==> src/sv/gbn_pkg.sv <==
// Shared types and constants for the go-back-n sender window unit.
package gbn_pkg;

   localparam int SEQ_BITS      = 8;
   localparam int CNT_BITS      = 21;
   localparam int PAY_BITS      = 12;
   localparam int WIN_BITS      = 9;
   localparam int OFF_BITS      = 32;
   localparam int OP_BITS       = 2;
   localparam int KIND_BITS     = 2;
   localparam int CSR_IDX_BITS  = 2;
   localparam int CSR_DATA_BITS = 21;

   localparam logic [PAY_BITS-1:0] PAY_RESET   = PAY_BITS'(32);
   localparam logic [WIN_BITS-1:0] WIN_RESET   = WIN_BITS'(256);
   localparam logic [CNT_BITS-1:0] TOTAL_RESET = CNT_BITS'(327680);

   typedef enum logic [OP_BITS-1:0] {
      OP_SEND    = 2'd0,
      OP_ACK     = 2'd1,
      OP_TIMEOUT = 2'd2,
      OP_NONE    = 2'd3
   } opcode_type;

   typedef enum logic [KIND_BITS-1:0] {
      KIND_SENT  = 2'd0,
      KIND_WAIT  = 2'd1,
      KIND_ACKED = 2'd2,
      KIND_DONE  = 2'd3
   } kind_type;

   typedef enum logic [CSR_IDX_BITS-1:0] {
      CSR_PAYLOAD = 2'd0,
      CSR_WINDOW  = 2'd1,
      CSR_TOTAL   = 2'd2,
      CSR_SPARE   = 2'd3
   } csr_index_type;

   typedef struct packed {
      logic [PAY_BITS-1:0] payload_bytes;
      logic [WIN_BITS-1:0] window_size;
      logic [CNT_BITS-1:0] packet_total;
   } cfg_type;

   typedef struct packed {
      logic [OP_BITS-1:0]  opcode;
      logic [SEQ_BITS-1:0] ack_value;
   } req_type;

   typedef struct packed {
      logic [KIND_BITS-1:0] kind;
      logic [SEQ_BITS-1:0]  seq_number;
      logic [OFF_BITS-1:0]  byte_offset;
      logic [CNT_BITS-1:0]  sent_count_out;
      logic [SEQ_BITS-1:0]  rewind_amount;
   } rsp_type;

endpackage

==> src/sv/gbn_csr.sv <==
// Configuration registers of the go-back-n sender window unit.
module gbn_csr (
   input  logic                               clock,
   input  logic                               reset,
   input  logic                               csr_valid,
   output logic                               csr_ready,
   input  logic [gbn_pkg::CSR_IDX_BITS-1:0]   csr_index,
   input  logic [gbn_pkg::CSR_DATA_BITS-1:0]  csr_data,
   output gbn_pkg::cfg_type                   cfg
);
   import gbn_pkg::*;

   cfg_type cfg_ff;
   cfg_type cfg_in;

   assign csr_ready = 1'b1;
   assign cfg       = cfg_ff;

   always_comb begin
      cfg_in = cfg_ff;
      if (csr_valid) begin
         unique case (csr_index_type'(csr_index))
            CSR_PAYLOAD: cfg_in.payload_bytes = csr_data[PAY_BITS-1:0];
            CSR_WINDOW:  cfg_in.window_size   = csr_data[WIN_BITS-1:0];
            CSR_TOTAL:   cfg_in.packet_total  = csr_data[CNT_BITS-1:0];
            default:     cfg_in = cfg_ff;
         endcase
      end
   end

   always_ff @(posedge clock) begin
      if (reset) begin
         cfg_ff.payload_bytes <= PAY_RESET;
         cfg_ff.window_size   <= WIN_RESET;
         cfg_ff.packet_total  <= TOTAL_RESET;
      end else begin
         cfg_ff <= cfg_in;
      end
   end

endmodule

==> src/sv/gbn_req_stage.sv <==
// Input register stage that holds one request ahead of the window core.
module gbn_req_stage (
   input  logic                              clock,
   input  logic                              reset,
   input  logic                              req_valid,
   output logic                              req_stall,
   input  logic [gbn_pkg::OP_BITS-1:0]       req_opcode,
   input  logic [gbn_pkg::SEQ_BITS-1:0]      req_ack_value,
   input  logic                              core_ready,
   output logic                              held_valid,
   output gbn_pkg::req_type                  held_req
);
   import gbn_pkg::*;

   logic    valid_ff;
   req_type req_ff;

   // Hold the request while the core cannot take it.
   assign req_stall  = valid_ff && !core_ready;
   assign held_valid = valid_ff;
   assign held_req   = req_ff;

   always_ff @(posedge clock) begin
      if (reset) begin
         valid_ff <= 1'b0;
      end else if (!req_stall) begin
         valid_ff <= req_valid;
      end
   end

   always_ff @(posedge clock) begin
      if (req_valid && !req_stall) begin
         req_ff.opcode    <= req_opcode;
         req_ff.ack_value <= req_ack_value;
      end
   end

endmodule

==> src/sv/gbn_core.sv <==
// Window state, per-request update logic and the result register.
module gbn_core (
   input  logic               clock,
   input  logic               reset,
   input  gbn_pkg::cfg_type   cfg,
   input  logic               held_valid,
   input  gbn_pkg::req_type   held_req,
   output logic               core_ready,
   output logic               rsp_valid,
   input  logic               rsp_stall,
   output gbn_pkg::rsp_type   rsp
);
   import gbn_pkg::*;

   logic [CNT_BITS-1:0] sent_ff,   sent_in;
   logic [SEQ_BITS-1:0] seq_ff,    seq_in;
   logic [OFF_BITS-1:0] offset_ff, offset_in;
   logic [WIN_BITS-1:0] burst_ff,  burst_in;
   logic [SEQ_BITS-1:0] ack_ff,    ack_in;
   logic                out_valid_ff;
   rsp_type             rsp_ff, rsp_in;
   logic                has_result;
   logic                fire;

   logic [SEQ_BITS-1:0]          ack;
   logic [SEQ_BITS-1:0]          back;
   logic [SEQ_BITS-1:0]          removed;
   logic [CNT_BITS-1:0]          sent_rew;
   logic [CNT_BITS+PAY_BITS-1:0] prod;

   assign core_ready = !out_valid_ff || !rsp_stall;
   assign fire       = held_valid && core_ready;
   assign rsp_valid  = out_valid_ff;
   assign rsp        = rsp_ff;

   // Ack path: rewind distance, saturated at zero, then rebuild the offset.
   assign ack      = (opcode_type'(held_req.opcode) == OP_ACK) ? held_req.ack_value : ack_ff;
   assign back     = sent_ff[SEQ_BITS-1:0] - ack;
   assign removed  = (sent_ff >= CNT_BITS'(back)) ? back : sent_ff[SEQ_BITS-1:0];
   assign sent_rew = sent_ff - CNT_BITS'(removed);
   assign prod     = {{PAY_BITS{1'b0}}, sent_rew} * {{CNT_BITS{1'b0}}, cfg.payload_bytes};

   always_comb begin
      sent_in    = sent_ff;
      seq_in     = seq_ff;
      offset_in  = offset_ff;
      burst_in   = burst_ff;
      ack_in     = ack_ff;
      has_result = 1'b1;
      rsp_in     = '0;
      rsp_in.sent_count_out = sent_ff;
      case (opcode_type'(held_req.opcode)) inside
         OP_SEND: begin
            if (sent_ff >= cfg.packet_total) begin
               rsp_in.kind = (burst_ff == '0) ? KIND_DONE : KIND_WAIT;
            end else if (burst_ff >= cfg.window_size) begin
               rsp_in.kind = KIND_WAIT;
            end else begin
               sent_in   = sent_ff + CNT_BITS'(1);
               seq_in    = seq_ff + SEQ_BITS'(1);
               offset_in = offset_ff + OFF_BITS'(cfg.payload_bytes);
               burst_in  = burst_ff + WIN_BITS'(1);
               rsp_in.kind           = KIND_SENT;
               rsp_in.seq_number     = seq_ff;
               rsp_in.byte_offset    = offset_ff;
               rsp_in.sent_count_out = sent_in;
            end
         end
         OP_ACK, OP_TIMEOUT: begin
            ack_in   = ack;
            seq_in   = ack;
            burst_in = '0;
            rsp_in.kind = KIND_ACKED;
            if (ack != sent_ff[SEQ_BITS-1:0]) begin
               sent_in   = sent_rew;
               offset_in = prod[OFF_BITS-1:0];
               rsp_in.rewind_amount = removed;
            end
            rsp_in.seq_number     = ack;
            rsp_in.byte_offset    = offset_in;
            rsp_in.sent_count_out = sent_in;
         end
         default: begin
            has_result = 1'b0;
         end
      endcase
   end

   always_ff @(posedge clock) begin
      if (reset) begin
         sent_ff      <= '0;
         seq_ff       <= '0;
         offset_ff    <= '0;
         burst_ff     <= '0;
         ack_ff       <= '0;
         out_valid_ff <= 1'b0;
      end else begin
         if (fire) begin
            sent_ff   <= sent_in;
            seq_ff    <= seq_in;
            offset_ff <= offset_in;
            burst_ff  <= burst_in;
            ack_ff    <= ack_in;
         end
         if (core_ready) begin
            out_valid_ff <= fire && has_result;
         end
      end
   end

   always_ff @(posedge clock) begin
      if (fire && has_result) begin
         rsp_ff <= rsp_in;
      end
   end

endmodule

==> src/sv/go_back_n_sender_window_unit.sv <==
// Top level of the go-back-n sender window unit.
//
// Requests arrive on the req_ channel (valid/stall): opcode 0 asks for a
// send slot, 1 reports an ack carrying req_ack_value, 2 reports an ack
// timeout that repeats the last ack seen. Each request with opcode 0..2
// returns one result on the rsp_ channel: a packet descriptor (sequence
// number and payload byte offset), a wait, an ack summary with the rewind
// distance, or transfer done. Opcode 3 is consumed with no result.
// A request passes through the input register and then, once the core is
// ready, the result register. Throughput is one request per cycle while the
// receiver does not stall; the critical path is the ack rewind subtract
// feeding the 21x12 offset multiplier into the offset register.
// When the receiver stalls, the result register holds its value, the input
// register keeps one more request, and then req_stall rises.
// Reset clears the counters, sequence number, offset and the last ack and
// loads the default configuration; the unit takes requests the cycle after.
// The csr_ port writes payload_bytes (0), window_size (1), packet_total (2)
// and is always ready; write it only while the unit is idle.
module go_back_n_sender_window_unit (
   input  logic                               clock,
   input  logic                               reset,
   input  logic                               req_valid,
   output logic                               req_stall,
   input  logic [gbn_pkg::OP_BITS-1:0]        req_opcode,
   input  logic [gbn_pkg::SEQ_BITS-1:0]       req_ack_value,
   output logic                               rsp_valid,
   input  logic                               rsp_stall,
   output logic [gbn_pkg::KIND_BITS-1:0]      rsp_kind,
   output logic [gbn_pkg::SEQ_BITS-1:0]       rsp_seq_number,
   output logic [gbn_pkg::OFF_BITS-1:0]       rsp_byte_offset,
   output logic [gbn_pkg::CNT_BITS-1:0]       rsp_sent_count_out,
   output logic [gbn_pkg::SEQ_BITS-1:0]       rsp_rewind_amount,
   input  logic                               csr_valid,
   output logic                               csr_ready,
   input  logic [gbn_pkg::CSR_IDX_BITS-1:0]   csr_index,
   input  logic [gbn_pkg::CSR_DATA_BITS-1:0]  csr_data
);
   import gbn_pkg::*;

   cfg_type cfg;
   req_type held_req;
   rsp_type rsp;
   logic    held_valid;
   logic    core_ready;

   // Configuration registers.
   gbn_csr u_csr (
      .clock     (clock),
      .reset     (reset),
      .csr_valid (csr_valid),
      .csr_ready (csr_ready),
      .csr_index (csr_index),
      .csr_data  (csr_data),
      .cfg       (cfg)
   );

   // Input register: one request deep, drains whenever the core advances.
   gbn_req_stage u_req (
      .clock         (clock),
      .reset         (reset),
      .req_valid     (req_valid),
      .req_stall     (req_stall),
      .req_opcode    (req_opcode),
      .req_ack_value (req_ack_value),
      .core_ready    (core_ready),
      .held_valid    (held_valid),
      .held_req      (held_req)
   );

   // Window state and result register.
   gbn_core u_core (
      .clock      (clock),
      .reset      (reset),
      .cfg        (cfg),
      .held_valid (held_valid),
      .held_req   (held_req),
      .core_ready (core_ready),
      .rsp_valid  (rsp_valid),
      .rsp_stall  (rsp_stall),
      .rsp        (rsp)
   );

   // Split the result request into its field ports.
   assign rsp_kind           = rsp.kind;
   assign rsp_seq_number     = rsp.seq_number;
   assign rsp_byte_offset    = rsp.byte_offset;
   assign rsp_sent_count_out = rsp.sent_count_out;
   assign rsp_rewind_amount  = rsp.rewind_amount;

`ifndef SYNTHESIS
   // Input side only backs up when a full result is blocked downstream.
   assert property (@(posedge clock) disable iff (reset)
      req_stall |-> (rsp_valid && rsp_stall))
      else $error("req_stall without a blocked result");

   // Only an ack summary may report a rewind.
   assert property (@(posedge clock) disable iff (reset)
      (rsp_valid && (rsp_kind != KIND_ACKED)) |-> (rsp_rewind_amount == '0))
      else $error("rewind reported outside an ack result");

   // A sent packet always bumps the sent count above zero.
   assert property (@(posedge clock) disable iff (reset)
      (rsp_valid && (rsp_kind == KIND_SENT)) |-> (rsp_sent_count_out != '0))
      else $error("packet sent with zero sent count");

   // No result is presented right after reset.
   assert property (@(posedge clock)
      $past(reset) |-> !rsp_valid)
      else $error("result valid right after reset");
`endif

endmodule

==> config.mk <==
export PLATFORM = sky130hd
export DESIGN_NAME = go_back_n_sender_window_unit
export DESIGN_NICKNAME = d
export VERILOG_FILES = /design/src/sv/gbn_pkg.sv /design/src/sv/gbn_csr.sv /design/src/sv/gbn_req_stage.sv /design/src/sv/gbn_core.sv /design/src/sv/go_back_n_sender_window_unit.sv
export SDC_FILE = /design/constraint.sdc
export NUM_CORES = 1
export LEC_CHECK = 0
export BUFFER_PORTS_ARGS = -buffer_cell sky130_fd_sc_hd__buf_2
export CORE_MARGIN = 2
export CORE_UTILIZATION = 41
export CTS_BUF_LIST = sky130_fd_sc_hd__clkbuf_4 sky130_fd_sc_hd__clkbuf_8
export CTS_CLUSTER_DIAMETER = 100
export CTS_CLUSTER_SIZE = 12
export DETAILED_ROUTE_END_ITERATION = 10
export GPL_TIMING_DRIVEN = 0
export PLACE_DENSITY_LB_ADDON = 0.2
export SLEW_MARGIN = 25
export SYNTH_ARGS = -nofsm -noshare
export SYNTH_HDL_FRONTEND = slang
export SYNTH_HIERARCHICAL = 1
export SYNTH_SLANG_ARGS = --single-unit
==> constraint.sdc <==
create_clock -name clock -period 15.9 [get_ports clock]
set_input_delay 0.795 -clock clock [delete_from_list [all_inputs] [get_ports clock]]
set_output_delay 0.795 -clock clock [all_outputs]
set_load 0.02 [all_outputs]
Word level (Yosys, flattened, before mapping)

Index checks and enable logic that the tools add are counted.

Flip-flop bits (word level): 203
Logic and storage cells: 86
Input port bits: 38

Multiply operators: 1
Add/subtract/negate cells: 6
Eq/ne operators: 7
Bitwise operators: 3
Magnitude comparators: 3
Muxes and demuxes: 29
Reductions and logical operators: 20

Operators with widths:

| kind                  | count |
|---|---|
| $mux 32               | 5 |
| $mux 63               | 2 |
| $mux 61               | 2 |
| $mux 21               | 5 |
| $mux 8                | 6 |
| $mux 9                | 4 |
| $add 32x12->32        | 1 |
| $mul 21x12->32        | 1 |
| $add 21x1->21 const B | 1 |
| $ge 21x21->1          | 1 |
| $ge 21x8->1           | 1 |
| $sub 21x8->21         | 1 |
| $add 9x1->9 const B   | 1 |
| $ge 9x9->1            | 1 |
| $logic_not 9->1       | 1 |
| $add 8x1->8 const B   | 1 |
| $ne 8x8->1            | 1 |
| $sub 8x8->8           | 1 |
| $reduce_and 2->1      | 3 |
| $eq 2x1->1 const B    | 2 |
| $eq 2x2->1 const B    | 2 |
| $logic_and 1x1->1     | 4 |
| $logic_not 1->1       | 4 |
| $logic_not 2->1       | 2 |
| 10 further kinds      | 16 |

Longest topological paths before layout

Depth after elaboration: 10
Depth in mapped cells: 56

Hierarchy

Netlist, hierarchy kept.

By module, submodules not included:

| module        | times used | area an instance (um^2) | cells each |
|---|---|---|---|
| gbn_core      | 1          | 18422.7                 | 2207 |
| gbn_csr       | 1          | 1783.0                  | 169 |
| gbn_req_stage | 1          | 350.3                   | 14 |

Worst setup path before layout

No wires, ideal clock.

Kind: register to register
Start point: register u_req.req_ff (netlist bit u_req/held_req[8])
End point: register u_core.rsp_ff (netlist bit u_core/rsp[58]) (data pin)
Data arrival time: 11185 ps
Stages on the path, launching flop included: 51
Buffers on the path: 3
Setup time: 257 ps
Data required time: 15643 ps
Setup slack: 4458 ps
Cells stage by stage: edfxtp_1 -> ha_1 -> buf_4 -> mux2i_1 -> inv_1 -> ha_1 -> maj3_1 -> o21ai_2 -> maj3_1 -> maj3_1 -> a21o_1 -> a21oi_1 -> xnor2_1 -> ha_1 -> or4_1 -> or3_4 -> nor2_2 -> o211a_4 -> (+15 left out) -> fa_1 -> inv_1 -> fa_1 -> fa_1 -> fa_1 -> inv_1 -> fa_1 -> inv_1 -> ha_1 -> a21o_1 -> a21o_1 -> a221oi_1 -> o21ai_0 -> o21ai_0 -> nand2_1 -> o21ai_0 -> or3b_2 -> a32o_1

RTL lines:

| element              | line                | RTL |
|---|---|---|
| start, declared      | gbn_req_stage.sv:16 | `req_type req_ff;` |
| end signal, assigned | gbn_core.sv:113     | `rsp_ff <= rsp_in;` |
| end, declared        | gbn_core.sv:21      | `rsp_type rsp_ff, rsp_in;` |

==> metrics <==
Die X=227.9 um; slowest cell on the critical path=xor2_1; Nets=2884; DR iter-0 viols=1896; Critical Path RT=16.21 ns; TNS Setup=0 ns; postcts setup bufs=0; initial core utilization=41.23%; Post-Synthesis Cells=2390; critical path arrival=14.57 ns; core area=49860 um^2; gr usage total=28.26%; Rows=82; Syn Area/Cell=8.601 um^2; max-capacitance violation count=0; Post-synth top cells=nand2_1 (308), inv_1 (272), fa_1 (190); # setup viols final=0; FILL cells=4992; htree depth=1; ys async rst share=0%; slew margin rel.=27.05%; clk_skew=0.06509 ns; Reg clk slew, reported paths=0.08 ns; sequential area share after synthesis=23.71%; Worst path top cell family by delay=adder cells; dominant synthesized flop cell=dfxtp_1; Worst R2R Path Depth=53; routed len/inst=23.13 um; WHS Path Cells=1; RSZ-0062 raised after global routing=false; CP bufs+invs=9; kind of critical path=flop to flop; WHS Endpoint=u_req/held_req[2]; RD Place Congestion=0.9476; initial antenna violation count=2; Fin. Hold Viols=0; hold_sp=req_ack_value[2]; die area=51940 um^2; Clock Tree Buf Depth=3; DR pass1 iterations=6; min Tclk post-route=14.26 ns; final WL=74.24 mm; most common cell in the netlist=nand2_1; first-pass GRT wire length=113.0 mm; #FFs+latches synth=203; synthesized area=20560 um^2; CTS Hold Bufs=0; Residual DRC=0; Post-Syn Nets=2751; status=finished clean; largest net degree at the start of global routing=47; via count=18430; R2R setup slack=1.64 ns; Die Ht=227.9 um; Yosys cell types=104; CTS-repair resized insts=0; number of global-route vias before repair=18540; f_max=0.07014 GHz; share of the synthesized area in the top cell type=18.50%; antenna violation net count after detailed routing=0; ranking of synthesized cells by area=fa_1 (19%), dfxtp_1 (12%), edfxtp_1 (12%); max incr delay on CP=0.64 ns; FF-to-FF Start=u_req/held_req[9]; CP Max Fanout=10; area leader, netlist=fa_1; CP startpoint kind=flop; total CTS buffers=20; class of the worst hold path=input pin to flop; Clock Tree Root=clkbuf_8; Vias/cell=5.741; Clock Sinks=203; Worst Tran Pin Value=1.087 ns; layout cells sized above 1=9.105%; Max Slew Vio Count=0; CP startpoint=u_req/held_req[9]; Yosys warning total=6; Boundary Pins=112; clock latency on the worst-skew pair=0.60 ns; CP Capture Type=flop; Post-synth EDFFs=81; Area Overhead vs Synth=8.929%; grt ovf=0; DP Wirelength=58.09 mm; IO buf count=110; CTS tree=built; part of the cycle the worst path needs=89.67%; r2r endpoint=u_core/rsp[60]
[final cells by class]
class / count / area [um^2] / area share, %
Tap cell: 672 / 840.8 / 3.755
Antenna cell: 1 / 2.502 / 0.01118
Inverter: 274 / 1033 / 4.616
Clock inverter: 1 / 8.758 / 0.03911
Timing Repair Buffer: 111 / 578.1 / 2.582
Clock buffer: 35 / 387.9 / 1.732
Sequential cell: 203 / 4875 / 21.77
Multi-Input combinational cell: 1766 / 14040 / 62.71
Buffer: 147 / 623.1 / 2.783
[layout by cell type (no fill, tap or decap), drive strengths merged, types with 29 or more instances in the layout]
cell type  count
o21ai        133
xor2          31
nand2        309
ha           133
a21oi        126
and3          34
nor2         149
a211oi        30
dfxtp        122
nand2b        73
a21o          29
fa           190
mux2i         59
inv          273
buf          153
and2          65
xnor2         44
nand3         38
edfxtp        81
clkbuf       140
[worst max path at each step]
stage	cells after the start	endpoint
2_1_floorplan	50	u_core/rsp[58]
3_3_place_gp	51	u_core/rsp[54]
3_5_place_dp	53	u_core/rsp[60]
4_1_cts	53	u_core/rsp[60]
5_1_grt	54	u_core/rsp[60]
6_report	53	u_core/rsp[60]
[logic make-up (layout without fill, tap and decap cells)]
kind of cell / Yosys count / in the layout / share of synthesized area, %
XOR/XNOR: 75 / 75 / 3.269
AND/OR/NAND/NOR: 793 / 793 / 18.77
buffers and inverters: 421 / 568 / 8.035
multiplexers: 65 / 65 / 3.220
AO/OA/AOI/OAI: 504 / 504 / 16.14
flip-flops: 203 / 203 / 23.71
adder cells (fa/ha/maj): 328 / 328 / 26.84
other: 1 / 2 / 0.01824
[per-stage QoR]
step                      cell area [um^2]  utilization [%]  setup WS (ns)  std cells  hold WS (ns)
after floorplan                      20560                -          4.458       2390        0.4487
after global placement               21950            44.02          1.915       3172        0.4644
after detailed placement             21990            44.10          1.909       3173        0.4681
after CTS                            22380            44.89          1.823       3209        0.3684
after global routing                 22390            44.91         0.7924       3210        0.3763
final                                22390            44.91          1.643       3210        0.3889
[worst reg2reg max path, delay by kind of cell, from the launching register on]
family,cells,cell delay [ns]
buffers and inverters,9,1.40
and+or+nand+nor,11,2.12
adders and majority gates,14,5.16
AOI/OAI and AO/OA,15,3.53
muxes,2,0.55
xor gates and xnor gates,2,0.83
DFF,1,0.41
[flip-flops by register name (all words and copies together) (netlist names)]
register,count
u_core/offset_ff,32
u_core/seq_ff,8
u_core/ack_ff,8
u_core/rsp_valid,1
u_csr/cfg,42
u_core/sent_ff,21
u_core/rsp,71
u_core/burst_ff,9
u_req/held_valid,1
u_req/held_req,10
[per-layer routing]
layer / part of all wire (%) / vias up / track usage, %
li1: - / 8306 / -
met1: 41 / 9107 / 36.30
met2: 47 / 844 / 47.59
met3: 7.7 / 171 / 4.225
met4: 4.4 / 2 / 11.72
met5: 0.018 / - / 0
Power is not shown: default switching activity piles up to over one toggle a cycle in this logic, so the estimate is an artifact.
